## config.mk

```make
export PLATFORM = sky130hd
export DESIGN_NAME = cartridge_bank_irq_kanji_regs_core_flat
export DESIGN_NICKNAME = d
export VERILOG_FILES = /design/src/cbik_pkg.sv /design/src/cbik_in_if.sv /design/src/cbik_out_if.sv /design/src/cartridge_bank_irq_kanji_regs_core.sv /design/src/flat_wrapper.sv
export SDC_FILE = /design/constraint.sdc
export NUM_CORES = 1
export LEC_CHECK = 0
export BUFFER_PORTS_ARGS = -buffer_cell sky130_fd_sc_hd__buf_2
export CORE_MARGIN = 3
export CORE_UTILIZATION = 40
export CTS_CLUSTER_SIZE = 20
export DETAILED_ROUTE_END_ITERATION = 8
export SYNTH_ARGS = -nofsm -noshare
export SYNTH_HDL_FRONTEND = slang
export SYNTH_SLANG_ARGS = --single-unit
```

## constraint.sdc

```tcl
create_clock -name clk -period 5.8 [get_ports clk]
set_input_delay 0.29 -clock clk [delete_from_list [all_inputs] [get_ports clk]]
set_output_delay 0.29 -clock clk [all_outputs]
set_load 0.03 [all_outputs]
```

## src/cbik_pkg.sv

```systemverilog
// cbik_pkg: shared types, codes and tables for the cartridge bank / irq / kanji register block
// depends on nothing; used by the channel interfaces and the core
package cbik_pkg;

    // request command codes
    localparam logic [1:0] CMD_TICK  = 2'd0;
    localparam logic [1:0] CMD_WRITE = 2'd1;
    localparam logic [1:0] CMD_READ  = 2'd2;

    // register window and glyph port addresses
    localparam logic [3:0]  REG_WINDOW = 4'hD;
    localparam logic [15:0] ADDR_GLYPH_TILE = 16'hDC00;
    localparam logic [15:0] ADDR_GLYPH_BANK = 16'hDD00;

    // register indexes inside the window
    localparam logic [3:0] REG_RAM_6000   = 4'd0;
    localparam logic [3:0] REG_RAM_7000   = 4'd1;
    localparam logic [3:0] REG_PRG_8000   = 4'd2;
    localparam logic [3:0] REG_PRG_A000   = 4'd3;
    localparam logic [3:0] REG_PRG_C000   = 4'd4;
    localparam logic [3:0] REG_CHR_LOW    = 4'd5;
    localparam logic [3:0] REG_IRQ_LO     = 4'd6;
    localparam logic [3:0] REG_IRQ_HI     = 4'd7;
    localparam logic [3:0] REG_IRQ_ACK    = 4'd8;
    localparam logic [3:0] REG_IRQ_CTRL   = 4'd9;
    localparam logic [3:0] REG_MODE       = 4'd10;
    localparam logic [3:0] REG_GLYPH_BANK = 4'd11;
    localparam logic [3:0] REG_JIS_COL    = 4'd12;
    localparam logic [3:0] REG_JIS_ROW    = 4'd13;

    localparam int          NUM_REGS  = 16;
    localparam logic [7:0]  JIS_BASE  = 8'h20;
    localparam logic [7:0]  JIS_LIMIT = 8'h60;
    localparam logic [6:0]  PRG_HIGH_BASE = 7'h10;

    typedef struct packed {
        logic [1:0]  cmd;
        logic [15:0] address;
        logic [7:0]  write_data;
    } req_t;

    typedef struct packed {
        logic [7:0] read_data;
        logic       read_hit;
        logic       irq_line;
        logic [6:0] prg_bank_8000;
        logic [6:0] prg_bank_a000;
        logic [6:0] prg_bank_c000;
        logic       ram_bank_6000;
        logic       ram_bank_7000;
        logic       chr_bank_low;
        logic       mirror_horizontal;
        logic       font_mode;
    } rsp_t;

    // font page lookup, 36 page indexes onto 16 font pages
    function automatic logic [3:0] page_of(input logic [5:0] idx);
        logic [3:0] pg;
        case (idx)
            6'd0:  pg = 4'h0;  6'd1:  pg = 4'h0;  6'd2:  pg = 4'h2;  6'd3:  pg = 4'h2;
            6'd4:  pg = 4'h1;  6'd5:  pg = 4'h1;  6'd6:  pg = 4'h4;  6'd7:  pg = 4'h5;
            6'd8:  pg = 4'h6;  6'd9:  pg = 4'h7;  6'd10: pg = 4'h8;  6'd11: pg = 4'h9;
            6'd12: pg = 4'hA;  6'd13: pg = 4'hB;  6'd14: pg = 4'hC;  6'd15: pg = 4'hD;
            6'd16: pg = 4'hE;  6'd17: pg = 4'hF;  6'd18: pg = 4'h0;  6'd19: pg = 4'h1;
            6'd20: pg = 4'h2;  6'd21: pg = 4'h3;  6'd22: pg = 4'h4;  6'd23: pg = 4'h5;
            6'd24: pg = 4'h6;  6'd25: pg = 4'h7;  6'd26: pg = 4'h8;  6'd27: pg = 4'h9;
            6'd28: pg = 4'hA;  6'd29: pg = 4'hB;  6'd30: pg = 4'hC;  6'd31: pg = 4'hD;
            6'd32: pg = 4'hE;  6'd33: pg = 4'hF;  6'd34: pg = 4'hD;  6'd35: pg = 4'hD;
            default: pg = 4'h0;
        endcase
        return pg;
    endfunction

    // 8 KiB rom bank from a bank register
    function automatic logic [6:0] prg_bank_of(input logic [7:0] r);
        logic [6:0] b;
        if (r[6])
        begin
            b = {1'b0, r[5:0]} + PRG_HIGH_BASE;
        end
        else
        begin
            b = {3'b000, r[3:0]};
        end
        return b;
    endfunction

endpackage

```

## src/cbik_in_if.sv

```systemverilog
// cbik_in_if: request channel (cmd, address, write_data) with valid/ready
// depends on cbik_pkg
interface cbik_in_if;
    logic            valid;
    logic            ready;
    cbik_pkg::req_t  payload;

    modport source (output valid, output payload, input ready);
    modport sink   (input valid, input payload, output ready);
endinterface

```

## src/cbik_out_if.sv

```systemverilog
// cbik_out_if: result channel (read data, irq line, bank and mode outputs) with valid/ready
// depends on cbik_pkg
interface cbik_out_if;
    logic            valid;
    logic            ready;
    cbik_pkg::rsp_t  payload;

    modport source (output valid, output payload, input ready);
    modport sink   (input valid, input payload, output ready);
endinterface

```

## src/cartridge_bank_irq_kanji_regs_core.sv

```systemverilog
// cartridge_bank_irq_kanji_regs_core: mapper register file, tick-driven irq counter, kanji glyph port
// depends on cbik_pkg, cbik_in_if, cbik_out_if
//
//  channel   | dir | payload                                   | handshake
//  ----------+-----+-------------------------------------------+-----------
//  req_ch    | in  | cmd, address, write_data                  | valid/ready
//  rsp_ch    | out | read_data, read_hit, irq_line, banks, mode | valid/ready
//
// one request per clock while req_ch.ready is high; its state update lands at the accepting edge and its result
// sits in the result register from the next cycle on
// req_ch.ready is high while the result register is empty or being taken this cycle
// a stall on rsp_ch holds one result and stops requests, nothing is dropped
// rst_n clears the registers, the irq counter and the result valid
module cartridge_bank_irq_kanji_regs_core (
    input  logic        clk,
    input  logic        rst_n,
    cbik_in_if.sink     req_ch,
    cbik_out_if.source  rsp_ch
);

    logic [7:0]   regs_reg [cbik_pkg::NUM_REGS];
    logic [7:0]   regs_next [cbik_pkg::NUM_REGS];
    logic         irq_after_reg, irq_after_next;
    logic         irq_enable_reg, irq_enable_next;
    logic [15:0]  irq_count_reg, irq_count_next;
    logic [15:0]  irq_reload_reg, irq_reload_next;
    logic         irq_pending_reg, irq_pending_next;

    logic            out_valid_reg;
    cbik_pkg::rsp_t  out_data_reg;
    cbik_pkg::rsp_t  rsp_next;

    logic         accept;
    logic [3:0]   reg_idx;
    logic         in_window;
    logic [7:0]   wdata;
    logic [15:0]  addr;
    logic [15:0]  count_inc;

    // glyph path signals
    logic [7:0]   row;
    logic [7:0]   col;
    logic [5:0]   page_idx;
    logic [3:0]   page;
    logic         glyph_hit;
    logic         code_ok;
    logic [7:0]   glyph_data;

    assign req_ch.ready  = !out_valid_reg || rsp_ch.ready;
    assign accept        = req_ch.valid && req_ch.ready;
    assign addr          = req_ch.payload.address;
    assign wdata         = req_ch.payload.write_data;
    assign reg_idx       = addr[11:8];
    assign in_window     = (addr[15:12] == cbik_pkg::REG_WINDOW);
    assign count_inc     = irq_count_reg + 16'd1;

    // state update for one request
    always_comb
    begin
        for (int i = 0; i < cbik_pkg::NUM_REGS; i++)
        begin
            regs_next[i] = regs_reg[i];
        end
        irq_after_next   = irq_after_reg;
        irq_enable_next  = irq_enable_reg;
        irq_count_next   = irq_count_reg;
        irq_reload_next  = irq_reload_reg;
        irq_pending_next = irq_pending_reg;
        if (accept)
        begin
            if (req_ch.payload.cmd == cbik_pkg::CMD_TICK)
            begin
                if (irq_enable_reg)
                begin
                    if (count_inc == 16'd0)
                    begin
                        irq_count_next   = irq_reload_reg;
                        irq_pending_next = 1'b1;
                    end
                    else
                    begin
                        irq_count_next = count_inc;
                    end
                end
            end
            else if (req_ch.payload.cmd == cbik_pkg::CMD_WRITE && in_window)
            begin
                regs_next[reg_idx] = wdata;
                unique case (reg_idx)
                    cbik_pkg::REG_IRQ_LO:
                    begin
                        irq_reload_next = {irq_reload_reg[15:8], wdata};
                    end
                    cbik_pkg::REG_IRQ_HI:
                    begin
                        irq_reload_next = {wdata, irq_reload_reg[7:0]};
                    end
                    cbik_pkg::REG_IRQ_ACK:
                    begin
                        irq_enable_next  = irq_after_reg;
                        irq_pending_next = 1'b0;
                    end
                    cbik_pkg::REG_IRQ_CTRL:
                    begin
                        irq_after_next   = wdata[0];
                        irq_enable_next  = wdata[1];
                        if (wdata[1])
                        begin
                            irq_count_next = irq_reload_reg;
                        end
                        irq_pending_next = 1'b0;
                    end
                    default:
                    begin
                    end
                endcase
            end
        end
    end

    // kanji glyph address from jis row and column
    always_comb
    begin
        row       = regs_reg[cbik_pkg::REG_JIS_ROW] - cbik_pkg::JIS_BASE;
        col       = regs_reg[cbik_pkg::REG_JIS_COL] - cbik_pkg::JIS_BASE;
        code_ok   = (row < cbik_pkg::JIS_LIMIT) && (col < cbik_pkg::JIS_LIMIT);
        // page_idx = row bit 3 + 2 * col/32 + 6 * row/16
        page_idx  = {5'd0, row[3]} + {3'd0, col[6:5], 1'b0}
                  + {1'b0, row[6:4], 2'b00} + {2'b00, row[6:4], 1'b0};
        page      = cbik_pkg::page_of(page_idx);
        glyph_hit = (req_ch.payload.cmd == cbik_pkg::CMD_READ)
                 && (addr == cbik_pkg::ADDR_GLYPH_TILE || addr == cbik_pkg::ADDR_GLYPH_BANK);
        glyph_data = 8'h00;
        if (glyph_hit && code_ok)
        begin
            if (addr == cbik_pkg::ADDR_GLYPH_TILE)
            begin
                glyph_data = {row[0], col[4:0], regs_reg[cbik_pkg::REG_GLYPH_BANK][1:0]};
            end
            else
            begin
                glyph_data = {regs_reg[cbik_pkg::REG_GLYPH_BANK][2], 1'b1, page, row[2:1]};
            end
        end
    end

    // result after the request has taken effect
    always_comb
    begin
        rsp_next.read_data         = glyph_data;
        rsp_next.read_hit          = glyph_hit;
        rsp_next.irq_line          = irq_pending_next;
        rsp_next.prg_bank_8000     = cbik_pkg::prg_bank_of(regs_next[cbik_pkg::REG_PRG_8000]);
        rsp_next.prg_bank_a000     = cbik_pkg::prg_bank_of(regs_next[cbik_pkg::REG_PRG_A000]);
        rsp_next.prg_bank_c000     = cbik_pkg::prg_bank_of(regs_next[cbik_pkg::REG_PRG_C000]);
        rsp_next.ram_bank_6000     = regs_next[cbik_pkg::REG_RAM_6000][0];
        rsp_next.ram_bank_7000     = regs_next[cbik_pkg::REG_RAM_7000][0];
        rsp_next.chr_bank_low      = regs_next[cbik_pkg::REG_CHR_LOW][0];
        rsp_next.mirror_horizontal = regs_next[cbik_pkg::REG_MODE][1];
        rsp_next.font_mode         = regs_next[cbik_pkg::REG_MODE][0];
    end

    // mapper state
    always_ff @(posedge clk or negedge rst_n)
    begin
        if (!rst_n)
        begin
            for (int i = 0; i < cbik_pkg::NUM_REGS; i++)
            begin
                regs_reg[i] <= 8'h00;
            end
            irq_after_reg   <= 1'b0;
            irq_enable_reg  <= 1'b0;
            irq_count_reg   <= 16'h0000;
            irq_reload_reg  <= 16'h0000;
            irq_pending_reg <= 1'b0;
        end
        else
        begin
            for (int i = 0; i < cbik_pkg::NUM_REGS; i++)
            begin
                regs_reg[i] <= regs_next[i];
            end
            irq_after_reg   <= irq_after_next;
            irq_enable_reg  <= irq_enable_next;
            irq_count_reg   <= irq_count_next;
            irq_reload_reg  <= irq_reload_next;
            irq_pending_reg <= irq_pending_next;
        end
    end

    // result register valid
    always_ff @(posedge clk or negedge rst_n)
    begin
        if (!rst_n)
        begin
            out_valid_reg <= 1'b0;
        end
        else if (accept)
        begin
            out_valid_reg <= 1'b1;
        end
        else if (rsp_ch.ready)
        begin
            out_valid_reg <= 1'b0;
        end
    end

    // result register payload
    always_ff @(posedge clk)
    begin
        if (accept)
        begin
            out_data_reg <= rsp_next;
        end
    end

    assign rsp_ch.valid   = out_valid_reg;
    assign rsp_ch.payload = out_data_reg;

endmodule
```

## src/flat_wrapper.sv

```systemverilog
// flat-port wrapper written by rule: the top's interface ports become plain ports
module cartridge_bank_irq_kanji_regs_core_flat 
  (clk, rst_n, req_ch_valid, req_ch_payload, req_ch_ready, rsp_ch_valid, rsp_ch_payload, rsp_ch_ready);
  cbik_in_if req_ch_i ();
  cbik_out_if rsp_ch_i ();
  input  logic clk;
  input  logic rst_n;
  input wire logic [$bits(req_ch_i.valid)-1:0] req_ch_valid;
  input wire logic [$bits(req_ch_i.payload)-1:0] req_ch_payload;
  output wire logic [$bits(req_ch_i.ready)-1:0] req_ch_ready;
  output wire logic [$bits(rsp_ch_i.valid)-1:0] rsp_ch_valid;
  output wire logic [$bits(rsp_ch_i.payload)-1:0] rsp_ch_payload;
  input wire logic [$bits(rsp_ch_i.ready)-1:0] rsp_ch_ready;
  assign req_ch_i.valid = req_ch_valid;
  assign req_ch_i.payload = req_ch_payload;
  assign req_ch_ready = req_ch_i.ready;
  assign rsp_ch_valid = rsp_ch_i.valid;
  assign rsp_ch_payload = rsp_ch_i.payload;
  assign rsp_ch_i.ready = rsp_ch_ready;
  cartridge_bank_irq_kanji_regs_core u_core (.clk(clk), .rst_n(rst_n), .req_ch(req_ch_i), .rsp_ch(rsp_ch_i));
endmodule
```

# Yosys cells after proc, flatten, opt, wreduce, memory -nomap -nowiden
# Memory sizes are Yosys's and may differ from the RTL's.
# Index checks and enable logic that the tools add are counted.
word_totals:
  inputBits: 30
  register_bits: 200
  word_cells: 121
  n_memories: 1
  mem_bits_ro: 256
memory_table:
  columns: ["name", "depth", "width", "rd", "rd_clocked_by_memory_dff", "wr", "line_no", "source"]
  rows:
  - ["(no name shown)", 64, 4, 1, 0, 0, "cbik_pkg.sv:59", "case (idx)"]
op_classes:
  addsub: 9
  order_cmp: 4
  n_bitwise: 4
  mux: 26
  n_reduce_logical: 23
  eq_ne: 10
ops:
  columns: ["operator", "n"]
  rows:
  - ["two-way mux 121 bit", 3]
  - ["bitwise mux 128 bit", 1]
  - ["two-way mux 16 bit", 6]
  - ["demux 8 bit (select 4 bit)", 1]
  - ["== test 16 bit (second input constant)", 2]
  - ["case mux 16 bit (2 select lines)", 1]
  - ["adder 6 x 5 -> 7 bit (second input constant)", 3]
  - ["adder 16 x 1 -> 16 bit (second input constant)", 1]
  - ["logical NOT 16 bit", 1]
  - ["less-than comparator 8 x 7 -> 1 bit (second input constant)", 2]
  - ["two-way mux 8 bit", 2]
  - ["subtractor 8 x 6 -> 8 bit (second input constant)", 2]
  - ["AND reduction 5 bit", 3]
  - ["== test 4 bit (second input constant)", 3]
  - ["two-way mux 4 bit", 3]
  - ["nonzero test 2 bit", 5]
  - ["== test 4 x 3 -> 1 bit (second input constant)", 2]
  - ["two-way mux 1 bit", 8]
  - ["AND reduction 4 bit", 2]
  - ["adder 6 x 4 -> 6 bit", 1]
  - ["adder 6 x 5 -> 6 bit", 1]
  - ["logical AND 1 bit", 6]
  - ["greater-or-equal comparator 5 bit (second input constant)", 1]
  - ["less-than comparator 5 x 1 -> 1 bit (second input constant)", 1]
  - ["12 further kinds", 15]

# Logic depth before layout (Yosys ltp)
# Gate-level depths: netlist of run 1.
logic_depth:
  depth_word: 11
  depth_mapped: 13

# Least setup slack after synthesis of run 1
# No wires, ideal clock.
synth_path:
  kind: "register to register"
  start: "register u_core.regs_reg[29] in the netlist's numbering"
  end: "register u_core.out_data_reg (netlist bit u_core.rsp_ch.payload[30]) (data pin)"
  path_stages_with_launch: 13
  period_less_slack_ns: 3.004
  t_arrival_ns: 2.829
  path_buffers: 1
  setup_time_ns: 0.174
  setup_slack_ns: 2.796
  cell_sequence: "dfrtp_1 > inv_1 > ha_1 > inv_1 > fa_1 > ha_1 > fa_1 > xor2_1 > or2_2 > clkbuf_1 > nor3_1 > o21ai_0 > a311oi_1"
synth_via:
  elab_chain_cells: 6
  elab_cells_between_ends: 9
  classes_between: "4 x add/sub; 1 x order compare; 1 x mux; 2 x reduce/logical; 1 x memory"
synth_rtl:
  columns: ["item", "line_no", "source"]
  rows:
  - ["start: declaration", "cartridge_bank_irq_kanji_regs_core.sv:21", "logic [7:0] regs_reg [cbik_pkg::NUM_REGS];"]
  - ["start signal: indexed assignment", "cartridge_bank_irq_kanji_regs_core.sv:182", "regs_reg[i] <= regs_next[i];"]
  - ["subtractor 8 x 6 -> 8 bit *", "cartridge_bank_irq_kanji_regs_core.sv:125", "col = regs_reg[cbik_pkg::REG_JIS_COL] - cbik_pkg::JIS_BASE;"]
  - ["adder 1 x 3 -> 4 bit", "cartridge_bank_irq_kanji_regs_core.sv:128", "page_idx = {5'd0, row[3]} + {3'd0, col[6:5], 1'b0}"]
  - ["adder 6 x 5 -> 6 bit", "cartridge_bank_irq_kanji_regs_core.sv:129", "+ {1'b0, row[6:4], 2'b00} + {2'b00, row[6:4], 1'b0};"]
  - ["adder 6 x 4 -> 6 bit", "cartridge_bank_irq_kanji_regs_core.sv:129", null]
  - ["memory (64 x 4 bit)", null, null]
  - ["two-way mux 8 bit", "cartridge_bank_irq_kanji_regs_core.sv:136", "if (addr == cbik_pkg::ADDR_GLYPH_TILE)"]
  - ["end signal: assignment", "cartridge_bank_irq_kanji_regs_core.sv:214", "out_data_reg <= rsp_next;"]
  - ["end: declaration", "cartridge_bank_irq_kanji_regs_core.sv:30", "cbik_pkg::rsp_t out_data_reg;"]
# Every way passes the cells marked *; elsewhere a longest branch is shown, timed or not.
# A chain may end at the register's enable or synchronous reset.

# Final worst setup path of run 1
# Same ends and word-level chain as after synthesis.

==> run_results.csv, run 1 <==
group,metric,value,unit
outcome,status,"complete, no violations",
global_route,grt_pass1_vias,4553,
pwr,p_sw,491.2,uW
setup_path,path_cells,"inv_1 > ha_1 > inv_1 > fa_1 > ha_1 > fa_1 > xor2_1 > or2_2 > nor3_1 > o21ai_0 > a311oi_1",
floorplanning,die_h,126.9,um
pwr,ir_worst_vdd,0.1952,mV
synth,yosys_register_bits,117,
sta,fin_skew,0.004809,ns
setup_path,path_class,"reg -> reg",
synth,synth_edf_count,36,
finish,ff_latch_area,3108,um2
clock_tree,cts_buffers,17,
synth,synth_top_area_share,34.65,%
sta,rsz0062_at_grt,"no",
synth,avgSynthCellArea,11.34,um2
drt,ant_nets,0,
sta,fin_crit_sh,56.68,%
setup_path,setup.worst_path.end_class,"flip-flop",
finish,antennaDiodeCount,0,
clock_tree,postCtsSetupBuffers,0,
synth,syn_nets,563,
finish,drive_gt1_share,27.33,%
setup_path,slowest_delay,0.42,ns
finish,largest_reg_flops,45,
pwr,p_int,1622,uW
sta,slew_violations,0,
pwr,p_leak,0.003149,uW
sta,relSlewSlack,29.41,%
floorplanning,rows,43,
clock_tree,ctsHtreeMaxLevel,4,
synth,yosysSeqAreaShare,53.13,%
finish,fill_cells,1299,
synth,async_flop_share,69.23,%
placed_design,port_buffers,67,
pwr,p_comb_share,7.3,%
drt,vias,4317,
drt,firstDrtPassIters,5,
global_route,grt_pass1_wl,23.73,mm
floorplanning,start_util,41.50,%
drt,drc,0,
global_route,overflow,0,
synth,synth_warnings,0,
clock_tree,ctsLongestPathBuffers,2,
synth,ys.flop_type,"dfrtp_1",
setup_path,rrSetupSlack,2.51,ns
clock_tree,cts_hold_buf,0,
setup_path,start_kind,"flip-flop",
global_route,grt_max_degree,82,
synth,yosys.area.top_type,"dfrtp_1",
floorplanning,fp.dieW,126.9,um
clock_tree,clock_sinks,117,
clock_tree,cts-root-buf,"clkbuf_16",
synth,synth_cell_types,62,
finish,final_area,6862,um2
floorplanning,io_pins,68,
drt,via_per_inst,5.614,
finish,syn2layout_area_growth,17.30,%
synth,synthTopCellsByArea,"dfrtp_1, edfxtp_1, mux2_2",
placed_design,routabilityCongestion,0.9078,
pwr,clkPwrFrac,50.0,%
clock_tree,cts_resized,0,
clock_tree,clk_pin_slew_worst_paths,0.05,ns
drt,routed_wirelength,14.23,mm
pwr,p_sw_share,23.25,%
sta,final-hold-violation-count,0,
pwr,p_per_area,307.9,nW/um2
synth,synth_most_common_cell,"dfrtp_1",
clock_tree,clock_latency,0.41,ns
sta,tns,0,ns
finish,nets,623,
floorplanning,coreArea,14100,um2
setup_path,critPathMaxFanout,8,
drt,wl_per_cell,18.50,um
job,maxCapViolCount,0,
worst_hold_path,hold_path.class,"in -> async",
synth,synth_area,5849,um2
sta,period_needed,3.287,ns
synth,synth_common_cells,"dfrtp_1, mux2_2, nand2_1",
global_route,grt.total_usage,18.83,%
setup_path,crit_required,6.03,ns
setup_path,cp_slowest_cell,"fa_1",
sta,max_slew.worst_pin.slew,1.029,ns
drt,first_iter_violations,322,
synth,synthCells,516,
placed_design,place_hpwl,9.590,mm
clock_tree,cts_tree,"yes",
finish,multiInputGateArea,2497,um2
placed_design,place_area,6266,um2
floorplanning,die-area,16110,um2
pwr,power_frac_seq,42.7,%
setup_path,worstPathArrival,3.51,ns
sta,max_freq,0.3042,GHz
sta,setup_violations,0,
global_route,antenna_found_initial,0,
==> area by class of cell <==
| cell class | instances | share of cell area (%) |
|---|---|---|
| flip-flops and latches | 117 | 45.30 |
| multi-input cells | 349 | 36.40 |
| repair buffers | 69 | 5.142 |
| clock buffers | 23 | 6.820 |
| clock inverters | 9 | 1.860 |
| well taps | 180 | 3.282 |
| inverters | 22 | 1.204 |
==> per-stage QoR <==
step / util [%] / hold WS, ns / total power [uW] / cells / setup WS (ns)
floorplan: - / -0.005591 / 1010 / 516 / 2.796
global placement: 44.45 / 0.4770 / 1068 / 737 / 2.817
detailed placement: 44.45 / 0.4836 / 1071 / 737 / 2.610
CTS: 48.68 / 0.1117 / 2130 / 769 / 2.542
global route: 48.68 / 0.1445 / 2194 / 769 / 2.347
finish: 48.68 / 0.04827 / 2113 / 769 / 2.513
==> logic make-up (layout without fill, tap and decap cells) <==
logic type | after synthesis | after routing | synth area share, %
flops | 117 | 117 | 53.13
xor+xnor | 9 | 9 | 1.348
buf+inv | 50 | 123 | 4.192
simple gates | 182 | 182 | 16.51
compound gates | 83 | 83 | 9.947
fa+ha+maj | 17 | 17 | 3.893
mux | 58 | 58 | 10.97
==> path summary, 6_finish.rpt <==
kind,start,to,cells after the start
worst max-delay path,u_core.regs_reg[29],u_core.rsp_ch.payload[30],11
worst min-delay path,rst_n,u_core.irq_count_reg[2],1
worst max register to register,u_core.regs_reg[29],u_core.rsp_ch.payload[30],11
worst min register to register,u_core.regs_reg[97],u_core.regs_reg[97],1
max in group asynchronous,rst_n,u_core.regs_reg[21],1
min in group clk,req_ch_valid,u_core.rsp_ch.valid,2
==> power by group through the flow <==
| stage | Sequential (uW) | Clock, uW | Combinational, uW |
|---|---|---|---|
| global placement | 914 | 0 | 153 |
| finish | 902 | 1060 | 155 |
| detailed placement | 915 | 0 | 155 |
| CTS | 902 | 1070 | 156 |
| floorplan | 931 | 0 | 78.6 |
| global route | 906 | 1120 | 171 |
==> worst max-delay path, delay by kind of cell (launching register included) <==
family,cells,cell delay [ns]
AO/OA/AOI/OAI,2,0.43
XOR/XNOR,1,0.17
adder cells (fa/ha/maj),4,1.37
buffers and inverters,2,0.16
flip-flops,1,0.35
AND/OR/NAND/NOR,2,0.62
==> layer usage <==
metal  vias up  share of wire [%]  routed length [um]  track usage (%)
met5         -                  0                   0                0
met4         0                1.6                 233            7.697
li1       2006                  -                   -                -
met1      2143                 46                6490            24.59
met2       145                 46                6579            28.80
met3        23                6.5                 921            6.400
==> layout by cell type, fill, tap and decap left out, types with 4 or more instances in the layout <==
| cell | Yosys | routed |
|---|---|---|
| nand3_1 | 25 | 25 |
| o311ai_0 | 4 | 4 |
| and3_1 | 7 | 7 |
| nor3_1 | 21 | 21 |
| nand2b_1 | 8 | 8 |
| xor2_1 | 6 | 6 |
| a31oi_1 | 5 | 5 |
| edfxtp_1 | 36 | 36 |
| clkbuf_16 | 0 | 17 |
| dfrtp_1 | 81 | 81 |
| ha_1 | 15 | 15 |
| clkbuf_1 | 17 | 4 |
| a2111o_1 | 4 | 4 |
| inv_1 | 22 | 22 |
| a21oi_1 | 10 | 10 |
| or2_2 | 5 | 5 |
| mux2i_1 | 9 | 9 |
| a211oi_1 | 7 | 7 |
| and4_1 | 4 | 4 |
| nor2_1 | 33 | 33 |
| nand2_1 | 41 | 41 |
| buf_2 | 1 | 66 |
| nand4_1 | 9 | 9 |
| o21ai_0 | 25 | 25 |
| nor2b_1 | 9 | 9 |
| mux2_2 | 49 | 49 |
Note: power is estimated with default switching activity, not from simulation.
==> inputs of run 2 (changes only) <==
ABC_AREA = 1   (was not set)
clock period = 2.7 ns   (was 5.8 ns; I/O delays follow)
==> run 2 against run 1 <==
  * The run now ends with negative setup slack left
  * Cell area is 2.6% higher
  * Via count is 5.0% higher
  * Maximum frequency is 17% higher
  * Synthesized area is 1.8% lower
  * Largest cell class unchanged
  * Largest power group unchanged
==> run_results.csv, run 2 <==
group,metric,value,unit
synth,avgSynthCellArea,9.046,um2
synth,synthSimpleGateAreaFrac,24.37,%
finish,fin_util,50.31,%
setup_path,crit_family,"adder cells",
clock_tree,clk_pin_slew_worst_paths,0.06,ns
synth,synth_edf_count,36,
synth,yosys.area.top_type,"dfrtp_1",
setup_path,start_kind,"flip-flop",
job,maxCapViolCount,0,
synth,yosysSeqAreaShare,54.11,%
placed_design,port_buffers,67,
clock_tree,cts-root-buf,"clkbuf_16",
setup_path,crit_required,2.97,ns
synth,synth_cell_types,35,
sta,relSlewSlack,47.21,%
clock_tree,clock_sinks,117,
finish,syn2layout_area_growth,22.52,%
sta,slew_violations,0,
setup_path,slowest_delay,0.44,ns
floorplanning,rows,43,
clock_tree,cts_tree,"yes",
sta,fin_skew,0.007244,ns
sta,max_freq,0.3556,GHz
synth,synth_common_cells,"nand2_1, inv_1, dfrtp_1",
finish,fill_cells,1296,
finish,largest_reg_flops,45,
synth,synth_compound_area_share,8.538,%
synth,synth_area,5744,um2
synth,synth_warnings,0,
placed_design,dp_cells,886,
global_route,grt.total_usage,17.12,%
synth,synthTopCellsByArea,"dfrtp_1, edfxtp_1, nand2_1",
pwr,p_per_area,614.4,nW/um2
finish,layout.cells.most_common,"nand2_1",
floorplanning,die_h,125.8,um
setup_path,path_class,"reg -> reg",
worst_hold_path,whs_endpoint,"u_core.irq_reload_reg[4]",
finish,finalNonFillerCells,925,
global_route,antenna_found_initial,0,
outcome,violations,"negative setup slack",
synth,synth-xor-area-share,1.350,%
synth,synth_most_common_cell,"nand2_1",
setup_path,r2r_cells,14,
outcome,status,"finished with violations",
floorplanning,coreArea,13990,um2
synth,async_flop_share,69.23,%
floorplanning,fp.dieW,125.8,um
setup_path,worst_path_most_repeated_cell,"inv_2",
synth,syn_nets,682,
global_route,overflow,0,
placed_design,place_hpwl,9.067,mm
drt,drc,0,
setup_path,rrSetupSlack,-0.11,ns
sta,setup_violations,4,
clock_tree,ctsLongestPathBuffers,2,
global_route,grt_pass1_vias,4460,
pwr,p_leak,0.003347,uW
clock_tree,clock_latency,0.41,ns
synth,synth_top_family_by_area,"simple AND/OR/NAND/NOR gates",
setup_path,path_cells,"inv_2 > ha_4 > inv_2 > fa_1 > ha_2 > fa_2 > xnor2_4 > nand2_4 > inv_4 > nand2_2 > or2_4 > o21ai_2 > a31oi_1 > nor2_1",
worst_hold_path,hold_path.class,"in -> reg",
placed_design,routabilityCongestion,0.8736,
sta,final-hold-violation-count,0,
synth,synth_mux_area_share,0.5228,%
floorplanning,io_pins,68,
synth,synthAdderAreaFrac,3.964,%
drt,via_per_inst,4.902,
global_route,grt_pass1_wl,21.78,mm
setup_path,r2r_start,"u_core.regs_reg[29]",
synth,synth_top_area_share,35.29,%
worst_hold_path,hold_depth,3,
pwr,ir_worst_vdd,0.3511,mV
drt,first_iter_violations,262,
setup_path,r2r-end,"u_core.rsp_ch.payload[30]",
drt,wl_per_cell,14.24,um
clock_tree,ctsHtreeMaxLevel,4,
finish,drive_gt1_share,23.62,%
floorplanning,die-area,15830,um2
sta,layout_setup_ws,-0.1125,ns
drt,firstDrtPassIters,5,
floorplanning,start_util,41.06,%
finish,layout_common_cells,"nand2_1, dfrtp_1, inv_1",
finish,nets,779,
sta,max_slew.worst_pin.slew,0.7918,ns
drt,routed_wirelength,13.18,mm
synth,yosys_register_bits,117,
setup_path,worstPathArrival,3.08,ns
setup_path,cp.depth,14,
setup_path,cp_slowest_cell,"fa_1",
sta,period_needed,2.812,ns
synth,ys.flop_type,"dfrtp_1",
global_route,grt_max_degree,62,
clock_tree,cts_buffers,17,
sta,fin_crit_sh,104.2,%
drt,ant_nets,0,
setup_path,setup.worst_path.end_class,"flip-flop",
worst_hold_path,hp-start,"req_ch_payload[4]",
drt,vias,4534,
synth,synthCells,635,
sta,tns,-0.2917,ns
sta,rsz0062_at_grt,"yes",
setup_path,critPathMaxFanout,4,
setup_path,cp_num_buf_inv,3,
finish,antennaDiodeCount,0,
-- run 2: per-stage QoR --
stage               instance area (um2)  hold WS [ns]  setup slack [ns]  power, uW
finish                             7038       0.01801           -0.1125       4324
global route                       7038       0.02954           -0.2032       4476
CTS                                6994       0.01464          -0.08780       4353
detailed placement                 6397        0.2762           -0.1878       2304
global placement                   6397        0.2662          -0.04142       2298
floorplan                          5791       -0.1606          -0.01820       2170
-- run 2: cells by family (layout without fill, tap and decap cells) --
family                     Yosys count  count (layout)
buffers and inverters              102             212
adders and majority gates           17              17
and+or+nand+nor                    295             295
DFF                                117             117
xor gates and xnor gates             8               8
AOI/OAI and AO/OA                   93              93
muxes                                3               3
-- run 2: power by group --
group	switching, uW	internal (uW)
combinational	245	110
sequential	38.2	1890
clock	791	1250
total	1070	3250
-- run 2: repair_timing --
action / CTS / global route
hold buffers: 3 / 0
pin swaps: 10 / 5
gates resized for setup: 6 / 4
setup buffers: 1 / 3
gates cloned: 0 / 0
hold endpoints to repair: 60 / 0
setup endpoints to repair: 4 / 4
-- run 2: area by class of cell --
| cell class | count | area (um2) | share of cell area, % |
|---|---|---|---|
| timing repair buffer | 92 | 533.0 | 7.573 |
| multi-input combinational | 416 | 2291 | 32.55 |
| clock inverter | 14 | 113.9 | 1.618 |
| clock buffer | 18 | 429.2 | 6.098 |
| sequential | 117 | 3109 | 44.18 |
| tap | 180 | 225.2 | 3.200 |
| inverter | 88 | 336.6 | 4.782 |
-- run 2: metal layers --
layer | vias up | global-route usage, % | share of wire (%)
li1 | 2246 | - | -
met1 | 2140 | 22.87 | 46
met2 | 121 | 27.63 | 46
met3 | 27 | 3.859 | 5.2
met4 | 0 | 6.120 | 2.1
met5 | - | 0 | 0
-- run 2: worst reg2reg max path: cells and delay by family (launching register included) --
| kind | cells | cell delay (ns) |
|---|---|---|
| XOR/XNOR | 1 | 0.21 |
| adder cells (fa/ha/maj) | 4 | 1.28 |
| AND/OR/NAND/NOR | 4 | 0.48 |
| AO/OA/AOI/OAI | 2 | 0.18 |
| buffers and inverters | 3 | 0.17 |
| flip-flops | 1 | 0.36 |
-- run 2: worst max path at each step --
| stage | slack [ns] | start | endpoint |
|---|---|---|---|
| after floorplan | -0.02 | u_core.regs_reg[29] | u_core.rsp_ch.payload[30] |
| after global placement | -0.04 | u_core.regs_reg[29] | u_core.rsp_ch.payload[30] |
| after detailed placement | -0.19 | u_core.regs_reg[29] | u_core.rsp_ch.payload[30] |
| after CTS | -0.09 | u_core.regs_reg[30] | u_core.rsp_ch.payload[30] |
| after global routing | -0.20 | u_core.regs_reg[30] | u_core.rsp_ch.payload[30] |
| final | -0.11 | u_core.regs_reg[29] | u_core.rsp_ch.payload[30] |
